## src/hdl/pao_pkg.sv

```systemverilog
`timescale 1ns / 1ps
// pao_pkg: word types, register indexes and constants of the pointer activity odometer
// no dependencies; imported by every module in hdl

package pao_pkg;

  localparam int CFG_W     = 16;
  localparam int CFG_IDX_W = 2;
  localparam int DIV_BITS  = 17;
  localparam int QUOT_W    = 7;
  localparam int MS_REM_W  = 10;

  typedef struct packed {
    logic [1:0]         kind;
    logic signed [15:0] pos_x;
    logic signed [15:0] pos_y;
    logic               wheel_moved;
    logic [31:0]        time_ms;
    logic               press;
    logic               key_repeat;
  } event_t;

  typedef struct packed {
    logic [47:0] move_distance_total;
    logic [47:0] click_distance_total;
    logic [31:0] click_count;
    logic [31:0] key_count;
    logic [31:0] moving_seconds;
    logic        counted;
  } totals_t;

  typedef struct packed {
    logic [QUOT_W-1:0]   quot;
    logic [MS_REM_W-1:0] rem;
  } msdiv_res_t;

  localparam logic [1:0] KIND_MOVE   = 2'd0;
  localparam logic [1:0] KIND_BUTTON = 2'd1;
  localparam logic [1:0] KIND_KEY    = 2'd2;

  localparam logic [CFG_IDX_W-1:0] REG_SENSITIVITY = 2'd0;
  localparam logic [CFG_IDX_W-1:0] REG_JUMP_LIMIT  = 2'd1;
  localparam logic [CFG_IDX_W-1:0] REG_TIME_WINDOW = 2'd2;

  localparam logic [7:0]  SENS_RESET     = 8'd3;
  localparam logic [15:0] MAXJUMP_RESET  = 16'd10000;
  localparam logic [15:0] WINDOW_RESET   = 16'd1000;

  localparam logic [MS_REM_W-1:0] MS_PER_S = 10'd1000;
  localparam logic [47:0] TOTAL_MAX = 48'hFFFF_FFFF_FFFF;
  localparam logic [31:0] COUNT_MAX = 32'hFFFF_FFFF;

endpackage

```

## src/hdl/pao_msdiv.sv

```systemverilog
`timescale 1ns / 1ps
// pao_msdiv: bit-serial division of a millisecond sum by one thousand
// depends on pao_pkg

module pao_msdiv (
  input  logic                          clk,
  input  logic                          rst,
  input  logic                          start,
  input  logic [pao_pkg::DIV_BITS-1:0]  dividend,
  output logic                          busy,
  output pao_pkg::msdiv_res_t           res
);
  import pao_pkg::*;

  localparam int CNT_W = $clog2(DIV_BITS);

  logic [CNT_W-1:0]    cnt;
  logic [DIV_BITS-1:0] num;
  logic [DIV_BITS-1:0] quo;
  logic [MS_REM_W-1:0] r;
  logic [MS_REM_W:0]   r_sh;
  logic                ge;
  logic [MS_REM_W-1:0] r_next;

  always_comb begin
    r_sh   = {r, num[DIV_BITS-1]};
    ge     = r_sh >= {1'b0, MS_PER_S};
    r_next = ge ? MS_REM_W'(r_sh - {1'b0, MS_PER_S}) : r_sh[MS_REM_W-1:0];
  end

  always_ff @(posedge clk) begin
    if (rst) begin
      busy <= 1'b0;
      cnt  <= '0;
    end else if (start) begin
      busy <= 1'b1;
      cnt  <= '0;
    end else if (busy) begin
      cnt <= cnt + 1'b1;
      if (cnt == CNT_W'(DIV_BITS - 1)) begin
        busy <= 1'b0;
      end
    end
  end

  always_ff @(posedge clk) begin
    if (start) begin
      num <= dividend;
      quo <= '0;
      r   <= '0;
    end else if (busy) begin
      num <= {num[DIV_BITS-2:0], 1'b0};
      quo <= {quo[DIV_BITS-2:0], ge};
      r   <= r_next;
    end
  end

  assign res.quot = quo[QUOT_W-1:0];
  assign res.rem  = r;

  a_rem_below_divisor: assert property (@(posedge clk) disable iff (rst)
    busy |-> r < MS_PER_S)
    else $error("millisecond remainder reached the divisor");

endmodule

```

## src/hdl/pao_sqdist.sv

```systemverilog
`timescale 1ns / 1ps
// pao_sqdist: floored euclidean distance, serial sum of squares then a bit-pair square root
// depends on pao_pkg

module pao_sqdist #(
  parameter int COORD_BITS = 16
) (
  input  logic                  clk,
  input  logic                  rst,
  input  logic                  start,
  input  logic [COORD_BITS-1:0] dx,
  input  logic [COORD_BITS-1:0] dy,
  output logic                  busy,
  output logic [COORD_BITS:0]   root
);
  import pao_pkg::*;

  localparam int N     = COORD_BITS + 1;
  localparam int W     = 2 * N;
  localparam int CNT_W = $clog2(N);

  typedef enum logic [1:0] {SQ_IDLE, SQ_MUL, SQ_ROOT} sq_state_t;

  sq_state_t             state;
  logic [CNT_W-1:0]      cnt;
  logic [COORD_BITS-1:0] ax;
  logic [COORD_BITS-1:0] ay;
  logic [COORD_BITS-1:0] bx;
  logic [COORD_BITS-1:0] by;
  logic [W-1:0]          acc;
  logic [N:0]            rem;
  logic [W-1:0]          addend;
  logic [W-1:0]          acc_mul;
  logic [N+2:0]          rem_sh;
  logic [N+2:0]          trial;
  logic                  fits;
  logic [N:0]            rem_next;

  always_comb begin
    addend   = W'(ax & {COORD_BITS{bx[COORD_BITS-1]}})
             + W'(ay & {COORD_BITS{by[COORD_BITS-1]}});
    acc_mul  = {acc[W-2:0], 1'b0} + addend;
    rem_sh   = {rem, acc[W-1:W-2]};
    trial    = {1'b0, root, 2'b01};
    fits     = rem_sh >= trial;
    rem_next = fits ? (N+1)'(rem_sh - trial) : rem_sh[N:0];
  end

  assign busy = (state != SQ_IDLE);

  always_ff @(posedge clk) begin
    if (rst) begin
      state <= SQ_IDLE;
      cnt   <= '0;
    end else begin
      case (state)
        SQ_IDLE: begin
          if (start) begin
            state <= SQ_MUL;
            cnt   <= '0;
            ax    <= dx;
            ay    <= dy;
            bx    <= dx;
            by    <= dy;
            acc   <= '0;
          end
        end
        SQ_MUL: begin
          acc <= acc_mul;
          bx  <= {bx[COORD_BITS-2:0], 1'b0};
          by  <= {by[COORD_BITS-2:0], 1'b0};
          if (cnt == CNT_W'(COORD_BITS - 1)) begin
            state <= SQ_ROOT;
            cnt   <= '0;
            rem   <= '0;
            root  <= '0;
          end else begin
            cnt <= cnt + 1'b1;
          end
        end
        SQ_ROOT: begin
          acc  <= {acc[W-3:0], 2'b00};
          rem  <= rem_next;
          root <= {root[N-2:0], fits};
          cnt  <= cnt + 1'b1;
          if (cnt == CNT_W'(N - 1)) begin
            state <= SQ_IDLE;
          end
        end
        default: begin
          state <= SQ_IDLE;
        end
      endcase
    end
  end

  a_rem_bounded: assert property (@(posedge clk) disable iff (rst)
    state == SQ_ROOT |-> rem <= {root, 1'b0})
    else $error("square root remainder above twice the partial root");

endmodule

```

## src/hdl/pointer_activity_odometer.sv

```systemverilog
`timescale 1ns / 1ps
// pointer_activity_odometer: top level, event decode, position and total registers
// depends on pao_pkg, pao_sqdist, pao_msdiv
//
// usage
//   event channel (event_valid, event_stall, event_data) takes one pointer move,
//   button or key word at a time; it is stalled from acceptance until the result
//   word has been loaded into the output register
//   totals channel (totals_valid, totals_stall, totals_data) gives one word per
//   event: all running totals after the event and whether it counted
//   cfg_we, cfg_index, cfg_data write sensitivity, jump limit and time window
// timing
//   the time from acceptance to the totals word is set by the longer of the serial
//   sum of squares plus bit-pair square root in pao_sqdist and the division in
//   pao_msdiv; the next event is taken in the cycle after the word is loaded
//   the next event is taken while the previous result still waits in the output
//   register; a stalled totals word holds, and a finished event waits in its
//   final step until the output register is free
// reset
//   synchronous rst clears positions, totals and the output valid, and loads the
//   register defaults 3, 10000 and 1000

module pointer_activity_odometer #(
  parameter int COORD_BITS = 16
) (
  input  logic                            clk,
  input  logic                            rst,
  input  logic                            event_valid,
  output logic                            event_stall,
  input  pao_pkg::event_t                 event_data,
  output logic                            totals_valid,
  input  logic                            totals_stall,
  output pao_pkg::totals_t                totals_data,
  input  logic                            cfg_we,
  input  logic [pao_pkg::CFG_IDX_W-1:0]   cfg_index,
  input  logic [pao_pkg::CFG_W-1:0]       cfg_data
);
  import pao_pkg::*;

  localparam int N    = COORD_BITS + 1;
  localparam int CMPW = (COORD_BITS > 16) ? COORD_BITS : 16;

  typedef enum logic [1:0] {ST_IDLE, ST_PREP, ST_WAIT, ST_COMMIT} state_t;

  state_t                state;
  event_t                ev;
  logic [7:0]            sensitivity;
  logic [15:0]           jump_limit;
  logic [15:0]           time_window;
  logic [COORD_BITS-1:0] last_x;
  logic [COORD_BITS-1:0] last_y;
  logic [COORD_BITS-1:0] click_x;
  logic [COORD_BITS-1:0] click_y;
  logic                  last_valid;
  logic                  click_valid;
  logic                  time_valid;
  logic [31:0]           last_move_time;
  logic [47:0]           move_total;
  logic [47:0]           click_move_total;
  logic [31:0]           clicks;
  logic [31:0]           keys;
  logic [31:0]           secs;
  logic [MS_REM_W-1:0]   rem_ms;
  logic                  f_move;
  logic                  f_click;
  logic                  f_press;
  logic                  f_key;
  logic                  f_gap;

  logic [COORD_BITS-1:0] cx;
  logic [COORD_BITS-1:0] cy;
  logic [COORD_BITS-1:0] sens_c;
  logic [COORD_BITS-1:0] mv_dx;
  logic [COORD_BITS-1:0] mv_dy;
  logic [COORD_BITS-1:0] ck_dx;
  logic [COORD_BITS-1:0] ck_dy;
  logic                  coords_ok;
  logic                  mv_pass;
  logic [31:0]           gap;
  logic                  gap_ok;
  logic                  start;
  logic [COORD_BITS-1:0] op_dx;
  logic [COORD_BITS-1:0] op_dy;
  logic [DIV_BITS-1:0]   div_in;
  logic                  sq_busy;
  logic                  div_busy;
  logic [N-1:0]          sq_root;
  msdiv_res_t            div_res;

  logic [48:0]           mv_sum;
  logic [48:0]           ck_sum;
  logic [32:0]           secs_sum;
  logic [47:0]           move_next;
  logic [47:0]           click_next;
  logic [31:0]           clicks_next;
  logic [31:0]           keys_next;
  logic [31:0]           secs_next;

  function automatic logic [COORD_BITS-1:0] absdiff(input logic [COORD_BITS-1:0] a,
                                                    input logic [COORD_BITS-1:0] b);
    return (a >= b) ? a - b : b - a;
  endfunction

  // event decode
  always_comb begin
    cx        = COORD_BITS'(ev.pos_x);
    cy        = COORD_BITS'(ev.pos_y);
    coords_ok = !cx[COORD_BITS-1] && !cy[COORD_BITS-1];
    sens_c    = COORD_BITS'(sensitivity);
    mv_dx     = last_valid ? absdiff(cx, last_x) : sens_c;
    mv_dy     = last_valid ? absdiff(cy, last_y) : sens_c;
    mv_pass   = (CMPW'(mv_dx) < CMPW'(jump_limit)) && (CMPW'(mv_dy) < CMPW'(jump_limit))
              && (mv_dx >= sens_c || mv_dy >= sens_c || ev.wheel_moved);
    ck_dx     = absdiff(click_x, last_x);
    ck_dy     = absdiff(click_y, last_y);
    gap       = ev.time_ms - last_move_time;
    gap_ok    = time_valid && (gap < 32'(time_window));
    div_in    = DIV_BITS'(rem_ms) + DIV_BITS'(gap[15:0]);
    start     = (state == ST_PREP);
    op_dx     = (ev.kind == KIND_BUTTON) ? ck_dx : mv_dx;
    op_dy     = (ev.kind == KIND_BUTTON) ? ck_dy : mv_dy;
  end

  // saturating totals
  always_comb begin
    mv_sum      = {1'b0, move_total} + 49'(sq_root);
    ck_sum      = {1'b0, click_move_total} + 49'(sq_root);
    secs_sum    = {1'b0, secs} + 33'(div_res.quot);
    move_next   = move_total;
    click_next  = click_move_total;
    clicks_next = clicks;
    keys_next   = keys;
    secs_next   = secs;
    if (f_move) begin
      move_next = (mv_sum >= {1'b0, TOTAL_MAX}) ? TOTAL_MAX : mv_sum[47:0];
    end
    if (f_click) begin
      click_next = (ck_sum >= {1'b0, TOTAL_MAX}) ? TOTAL_MAX : ck_sum[47:0];
    end
    if (f_press && clicks != COUNT_MAX) begin
      clicks_next = clicks + 1'b1;
    end
    if (f_key && keys != COUNT_MAX) begin
      keys_next = keys + 1'b1;
    end
    if (f_gap) begin
      secs_next = secs_sum[32] ? COUNT_MAX : secs_sum[31:0];
    end
  end

  assign event_stall = (state != ST_IDLE);

  always_ff @(posedge clk) begin
    if (event_valid && !event_stall) begin
      ev <= event_data;
    end
  end

  always_ff @(posedge clk) begin
    if (rst) begin
      state            <= ST_IDLE;
      totals_valid     <= 1'b0;
      sensitivity      <= SENS_RESET;
      jump_limit       <= MAXJUMP_RESET;
      time_window      <= WINDOW_RESET;
      last_x           <= '0;
      last_y           <= '0;
      click_x          <= '0;
      click_y          <= '0;
      last_valid       <= 1'b0;
      click_valid      <= 1'b0;
      time_valid       <= 1'b0;
      last_move_time   <= '0;
      move_total       <= '0;
      click_move_total <= '0;
      clicks           <= '0;
      keys             <= '0;
      secs             <= '0;
      rem_ms           <= '0;
      f_move           <= 1'b0;
      f_click          <= 1'b0;
      f_press          <= 1'b0;
      f_key            <= 1'b0;
      f_gap            <= 1'b0;
    end else begin
      if (cfg_we) begin
        case (cfg_index)
          REG_SENSITIVITY: sensitivity <= cfg_data[7:0];
          REG_JUMP_LIMIT:  jump_limit  <= cfg_data;
          REG_TIME_WINDOW: time_window <= cfg_data;
          default: ;
        endcase
      end
      if (totals_valid && !totals_stall && state != ST_COMMIT) begin
        totals_valid <= 1'b0;
      end
      case (state)
        ST_IDLE: begin
          if (event_valid) begin
            state <= ST_PREP;
          end
        end
        ST_PREP: begin
          f_move  <= (ev.kind == KIND_MOVE) && coords_ok && mv_pass;
          f_gap   <= (ev.kind == KIND_MOVE) && coords_ok && mv_pass && gap_ok;
          f_click <= (ev.kind == KIND_BUTTON) && click_valid && last_valid;
          f_press <= (ev.kind == KIND_BUTTON) && ev.press;
          f_key   <= (ev.kind == KIND_KEY) && !ev.key_repeat;
          case (ev.kind)
            KIND_MOVE: begin
              if (coords_ok) begin
                last_x     <= cx;
                last_y     <= cy;
                last_valid <= 1'b1;
                if (mv_pass) begin
                  last_move_time <= ev.time_ms;
                  time_valid     <= 1'b1;
                end
              end
            end
            KIND_BUTTON: begin
              click_x     <= last_x;
              click_y     <= last_y;
              click_valid <= last_valid;
            end
            default: ;
          endcase
          state <= ST_WAIT;
        end
        ST_WAIT: begin
          if (!sq_busy && !div_busy) begin
            state <= ST_COMMIT;
          end
        end
        ST_COMMIT: begin
          if (!totals_valid || !totals_stall) begin
            move_total                       <= move_next;
            click_move_total                 <= click_next;
            clicks                           <= clicks_next;
            keys                             <= keys_next;
            secs                             <= secs_next;
            if (f_gap) begin
              rem_ms <= div_res.rem;
            end
            totals_data.move_distance_total  <= move_next;
            totals_data.click_distance_total <= click_next;
            totals_data.click_count          <= clicks_next;
            totals_data.key_count            <= keys_next;
            totals_data.moving_seconds       <= secs_next;
            totals_data.counted              <= f_move | f_click | f_press | f_key;
            totals_valid                     <= 1'b1;
            state                            <= ST_IDLE;
          end
        end
        default: begin
          state <= ST_IDLE;
        end
      endcase
    end
  end

  pao_sqdist #(
    .COORD_BITS (COORD_BITS)
  ) u_sqdist (
    .clk   (clk),
    .rst   (rst),
    .start (start),
    .dx    (op_dx),
    .dy    (op_dy),
    .busy  (sq_busy),
    .root  (sq_root)
  );

  pao_msdiv u_msdiv (
    .clk      (clk),
    .rst      (rst),
    .start    (start),
    .dividend (div_in),
    .busy     (div_busy),
    .res      (div_res)
  );

  a_units_idle_on_accept: assert property (@(posedge clk) disable iff (rst)
    event_valid && !event_stall |-> !sq_busy && !div_busy)
    else $error("word accepted while an arithmetic unit is still busy");

  a_commit_after_units: assert property (@(posedge clk) disable iff (rst)
    state == ST_COMMIT |-> !sq_busy && !div_busy)
    else $error("totals committed before the arithmetic units finished");

  a_counts_monotonic: assert property (@(posedge clk) disable iff (rst)
    1'b1 |=> clicks >= $past(clicks) && keys >= $past(keys) && secs >= $past(secs))
    else $error("a running count went down");

endmodule

```

## config.mk

```make
export PLATFORM = sky130hd
export DESIGN_NAME = pointer_activity_odometer
export DESIGN_NICKNAME = d
export VERILOG_FILES = /design/src/hdl/pao_pkg.sv /design/src/hdl/pao_msdiv.sv /design/src/hdl/pao_sqdist.sv /design/src/hdl/pointer_activity_odometer.sv
export SDC_FILE = /design/constraint.sdc
export NUM_CORES = 2
export LEC_CHECK = 0
export CAP_MARGIN = 20
export CORE_ASPECT_RATIO = 1.5
export CORE_MARGIN = 1.5
export CORE_UTILIZATION = 27
export CTS_CLUSTER_DIAMETER = 200
export DETAILED_ROUTE_END_ITERATION = 16
export DONT_BUFFER_PORTS = 1
export PLACE_DENSITY_LB_ADDON = 0.12
export SETUP_SLACK_MARGIN = 0.3
export SLEW_MARGIN = 20
export SYNTH_ARGS = -nofsm -noshare
export SYNTH_HDL_FRONTEND = slang
export SYNTH_SLANG_ARGS = --single-unit
export TNS_END_PERCENT = 10
```

## constraint.sdc

```tcl
create_clock -name clk -period 24.4 [get_ports clk]
set_input_delay 2.44 -clock clk [delete_from_list [all_inputs] [get_ports clk]]
set_output_delay 2.44 -clock clk [all_outputs]
set_load 0.1 [all_outputs]
```

## Word-level counts from Yosys, hierarchy flattened

Index checks and enable logic that the tools add are counted.

| word-level totals | value |
|---|---|
| memory bits (writable) | 0 |
| bits in latches | 0 |
| ROM bits | 0 |
| memories | 0 |
| register bits | 791 |
| word-level logic and storage cells | 214 |

| cells by class | value |
|---|---|
| order comparisons | 13 |
| shift operators | 0 |
| equality and inequality tests | 21 |
| div/mod/pow operators | 0 |
| $mul | 0 |
| bitwise operators | 6 |
| reduce and logical (&&, ||, !) cells | 55 |
| multiplexer cells | 47 |
| add/sub/neg operators | 21 |

Operators by type and width:

| operator | count |
|---|---|
| $mux 48 | 4 |
| $mux 16 | 10 |
| $mux 32 | 4 |
| $sub 16x16->16 | 8 |
| $pmux 34 s3 | 1 |
| $add 48x17->49 | 2 |
| $ge 49x48->1 const B | 2 |
| $add 34x34->34 | 2 |
| $add 32x1->32 const B | 2 |
| $ge 16x16->1 | 4 |
| $ne 32x32->1 const B | 2 |
| $pmux 16 s2 | 2 |
| $mux 17 | 3 |
| $mux 18 | 2 |
| $pmux 18 s2 | 1 |
| $mux 34 | 1 |
| $pmux 17 s2 | 1 |
| $add 32x7->33 | 1 |
| $and 16x16->16 | 2 |
| $ge 16x8->1 | 2 |
| $lt 16x16->1 | 2 |
| $lt 32x16->1 | 1 |
| $sub 32x32->32 | 1 |
| $reduce_and 3->1 | 9 |
| other kinds (30) | 94 |

## Depth between registers and ports, before layout

| depth | value |
|---|---|
| word-level depth | 9 |
| gate-level depth with buffers | 27 |

## By module

A second synthesis with hierarchy kept.

| unflattened totals | value |
|---|---|
| cells, all modules | 5363 |
| area, all modules | 48228.8 um^2 |

Modules (own cells, without submodules):

| module | sequential area each (um^2) | instances | cells each | area an instance (um^2) |
|---|---|---|---|---|
| pointer_activity_odometer | 14854.2 | 1 | 4449 | 38185.4 |
| pao_sqdist | 4134.0 | 1 | 758 | 8230.4 |
| pao_msdiv | 970.9 | 1 | 156 | 1813.0 |

## Least setup slack after synthesis

Ideal clock, no wire load.

| timing path | value |
|---|---|
| kind | input port to flip-flop |
| from | input totals_stall |
| to | register totals_data[0] in the netlist's numbering, enable pin |
| arrival | 11.080 ns |
| stages on the path | 5 |
| library setup time | 0.751 ns |
| path slack | 12.569 ns |
| cells stage by stage | nand2_1 -> nand2_1 -> clkbuf_1 -> clkbuf_1 -> nor2_1 |

| between the ends | value |
|---|---|
| cells in the longest elaborated chain, start to end | 3 |

Ends and longest elaborated chain:

| element | RTL line | RTL |
|---|---|---|
| start, declared | pointer_activity_odometer.sv:32 | `input logic totals_stall,` |
| $logic_not 1->1 | pointer_activity_odometer.sv:236 | `if (!totals_valid \|\| !totals_stall) begin` |
| $logic_or 1x1->1 | pointer_activity_odometer.sv:236 |  |
| $reduce_and 3->1 (no line) | - |  |
| end, declared | pointer_activity_odometer.sv:33 | `output pao_pkg::totals_t totals_data,` |

Every way passes these cells.
A chain may end at the register's enable or synchronous reset.

## Worst setup path in the final report

| timing path | value |
|---|---|
| from | register last_y[3] |
| to | register time_valid |

| between the ends | value |
|---|---|
| cells in the longest elaborated chain, start to end | 8 |
| elaborated cells on any way between the ends | 12 |

Ends and longest elaborated chain:

| element | RTL line | RTL |
|---|---|---|
| start, declared | pointer_activity_odometer.sv:51 | `logic [COORD_BITS-1:0] last_y;` |
| start signal, assigned | pointer_activity_odometer.sv:213 | `last_y <= cy;` |
| $sub 16x16->16 or $ge 16x16->1 (tied branches) | pointer_activity_odometer.sv:101 | `return (a >= b) ? a - b : b - a;` |
| $mux 16 * | pointer_activity_odometer.sv:101 |  |
| $mux 16 * | pointer_activity_odometer.sv:111 | `mv_dy = last_valid ? absdiff(cy, last_y) : sens_c;` |
| $ge 16x8->1 | pointer_activity_odometer.sv:113 | `&& (mv_dx >= sens_c \|\| mv_dy >= sens_c \|\| ev.wheel_moved);` |
| $logic_or 1x1->1 (2 in a row) | pointer_activity_odometer.sv:113 |  |
| $logic_and 1x1->1 * | pointer_activity_odometer.sv:113 |  |
| $reduce_and 4->1 (no line) * | - |  |
| end signal, assigned | pointer_activity_odometer.sv:172 | `time_valid <= 1'b0;` |
| end signal, assigned | pointer_activity_odometer.sv:217 | `time_valid <= 1'b1;` |
| end, declared | pointer_activity_odometer.sv:56 | `logic time_valid;` |

Mark *: on every way between the ends. The rest lies on a longest branch, timed or not.

==> results.sh <==
export IMPL_rsz0062_at_grt="no"
export IMPL_critPathKind="flop to flop"
export IMPL_vdd_drop_max_mv=0.0555
export IMPL_dp_hpwl_um=119000
export IMPL_min_to="click_y[15]"
export IMPL_fin_nets=5744
export IMPL_hold_start="last_y[15]"
export IMPL_wire_per_inst_um=20.6
export IMPL_pin_count=287
export IMPL_max_slew_margin=0.235
export IMPL_synth_nets=5873
export IMPL_synth_area_leaders="edfxtp_1, dfxtp_1, ha_1"
export IMPL_syn_inst=5431
export IMPL_grt_pass1_vias=38100
export IMPL_rr_endpoint="time_valid"
export IMPL_post_cts_setup_buffers=0
export IMPL_synth_avg_cell_area_sq_um=8.94
export IMPL_seq_area_sq_um=20000
export IMPL_worstPathArrival_ns=6.79
export IMPL_fmax_ghz=0.161
export IMPL_multi_input_comb_area_sq_um=26100
export IMPL_r2r_slack_ns=18.19
export IMPL_critPathCaptureType="flop"
export IMPL_slew_violations=0
export IMPL_area_growth_pct=11.2
export IMPL_worstHoldPathType="flop to flop"
export IMPL_fill_cells=19100
export IMPL_clk_latency_ns=0.70
export IMPL_place_ws_ns=18.24
export IMPL_async_flop_share=0
export IMPL_track_usage=0.172
export IMPL_cts_buffers_inserted=88
export IMPL_die_area_sq_um=182000
export IMPL_p_leak_uw=0.0201
export IMPL_path_max_fanout=35
export IMPL_rows=190
export IMPL_status="complete, no violations"
export IMPL_synth_area_sq_um=48600
export IMPL_yosysWarnings=0
export IMPL_synth_seq_cells=791
export IMPL_power_density_nw_per_um2=79.9
export IMPL_yosysTopAreaCellShare=0.255
export IMPL_cts_hold_fix_buffers=0
export IMPL_period_share=0.254
export IMPL_drive_gt1_frac=0.0653
export IMPL_cts_tree="yes"
export IMPL_synth_area_leader_cell="edfxtp_1"
export IMPL_final_hold_viol_count=0
export IMPL_drt_iter0_markers=2039
export IMPL_gp_congestion=0.862
export IMPL_die_x_um=349
export IMPL_drv_cap=0
export IMPL_grt_pass1_wl_um=241000
export IMPL_die_y_um=522
export IMPL_clk_path_buf_depth=3
export IMPL_grt_max_degree=262
export IMPL_hold_depth=2
export IMPL_cts_root_buf="clkbuf_16"
export IMPL_fin_skew_ns=0.0295
export IMPL_initial_utilization=0.272
export IMPL_final_setup_viol_count=0
export IMPL_cp_start_kind="flop"
export IMPL_port_buffers=0
export IMPL_synth_distinct_cells=101
export IMPL_drt_total_wl_um=160000
export IMPL_cts_resized=0
export IMPL_tightest_slew_ns=1.15
export IMPL_power_uw=4320
export IMPL_synth_edf_count=412
export IMPL_mostFrequentLayoutCell="nand2_1"
export IMPL_drc=0
export IMPL_ant_nets=0
export IMPL_fin_hold_ws_ns=0.450
export IMPL_num_vias=38600
export IMPL_clkSinkCount=791
export IMPL_antenna_found_initial=19
export IMPL_grt_overflow=0
export IMPL_htree_levels=3
export IMPL_layout_min_cycle_time_ns=6.21
export IMPL_postLayoutSetupSlackWorst_ns=18.19
export IMPL_tns_ns=0
export IMPL_required_ns=24.98
export IMPL_core_area_sq_um=179000
export IMPL_final_cell_mix="nand2_1, a21oi_1, nor2_1"
export IMPL_synth_ff_type="edfxtp_1"
export IMPL_ys_seq_area_frac=0.411
export IMPL_clk_pin_slew_worst_paths_ns=0.07
export IMPL_r2r_cells=22
export IMPL_vias_per_cell=4.95
export IMPL_dr_pass1_iters=5
export IMPL_r2r_start="last_y[3]"
[cell type report]
| cell class | count | area share |
|---|---|---|
| diodes | 6 | 0.000278 |
| clock inverters | 47 | 0.00940 |
| multi-input cells | 3984 | 0.484 |
| well taps | 2400 | 0.0556 |
| repair buffers | 67 | 0.0105 |
| clock buffers | 119 | 0.0452 |
| flip-flops and latches | 791 | 0.370 |
| inverters | 370 | 0.0258 |
[state kept, by name (all words and copies together), names as in the netlist, 17 cells and up]
register	flops
u_sqdist.root	17
clicks	32
u_sqdist.acc	34
u_sqdist.rem	18
u_msdiv.num	17
click_move_total	48
ev	37
keys	32
last_move_time	32
move_total	48
secs	32
totals_data	193
[routing by layer]
layer	track usage	vias up	part of all wire
met5	0	-	0.000075
met2	0.312	793	0.51
met3	0.0306	221	0.047
met1	0.202	18500	0.42
li1	-	19000	-
met4	0.0589	2	0.032
[cell usage after synthesis (61+ instances only)]
master / number
a21o_1: 98
a21oi_1: 478
and3_1: 84
clkbuf_1: 220
dfxtp_1: 379
edfxtp_1: 412
ha_1: 321
inv_1: 368
mux2_2: 61
mux2i_1: 112
nand2_1: 640
nand3_1: 133
nand4_1: 63
nor2_1: 458
nor3_1: 145
o21ai_0: 298
xnor2_1: 176
xor2_1: 117
[through the flow]
| step | utilization | instances | instance area [sq um] |
|---|---|---|---|
| 3_3_place_gp | 0.285 | 7608 | 51000 |
| 2_1_floorplan | - | 5431 | 48600 |
| 6_report | 0.302 | 7784 | 54000 |
| 5_1_grt | 0.302 | 7782 | 54000 |
| 4_1_cts | 0.302 | 7776 | 54000 |
| 3_5_place_dp | 0.285 | 7610 | 51000 |
[critical path: stages, from the launching register on]
cell	delay (ns)
dfxtp_1	0.41
inv_1	0.09
ha_1	0.44
and3_1	0.26
a221oi_2	0.09
a2111oi_0	0.47
o31a_1	0.23
o21a_1	0.53
buf_4	0.32
mux2_2	0.35
a21oi_1	0.17
xnor2_1	0.22
a21o_1	0.24
ha_1	0.25
a211oi_1	0.22
o21ai_0	0.13
o211ai_1	0.09
nand4b_1	0.13
nor4b_2	0.26
nand4_1	0.12
o41a_2	0.38
buf_4	0.36
o21a_1	0.28
[power by group]
| part | internal, uW | total, uW | leakage [uW] | switching [uW] |
|---|---|---|---|---|
| combinational | 404 | 1110 | 0.0118 | 706 |
| clock | 793 | 1400 | 0.00144 | 610 |
| sequential | 1570 | 1800 | 0.00682 | 228 |
| total | 2770 | 4320 | 0.0201 | 1540 |
[how the worst max path moves through the flow]
stage | depth (start not counted) | slack (ns) | endpoint | startpoint
3_5_place_dp | 22 | 18.24 | f_gap | last_y[5]
5_1_grt | 23 | 17.72 | time_valid | last_y[5]
3_3_place_gp | 22 | 18.25 | f_gap | last_y[5]
6_report | 22 | 18.19 | time_valid | last_y[3]
2_1_floorplan | 5 | 12.57 | totals_data[0] | totals_stall
4_1_cts | 22 | 18.19 | time_valid | last_y[5]
[cell families after synthesis]
group | synth area share
muxes | 0.0372
AOI/OAI and AO/OA | 0.175
and+or+nand+nor | 0.176
adders and majority gates | 0.0947
buffers and inverters | 0.0528
xor gates and xnor gates | 0.0528
DFF | 0.411
No activity file was read; power rests on OpenSTA's default activity.
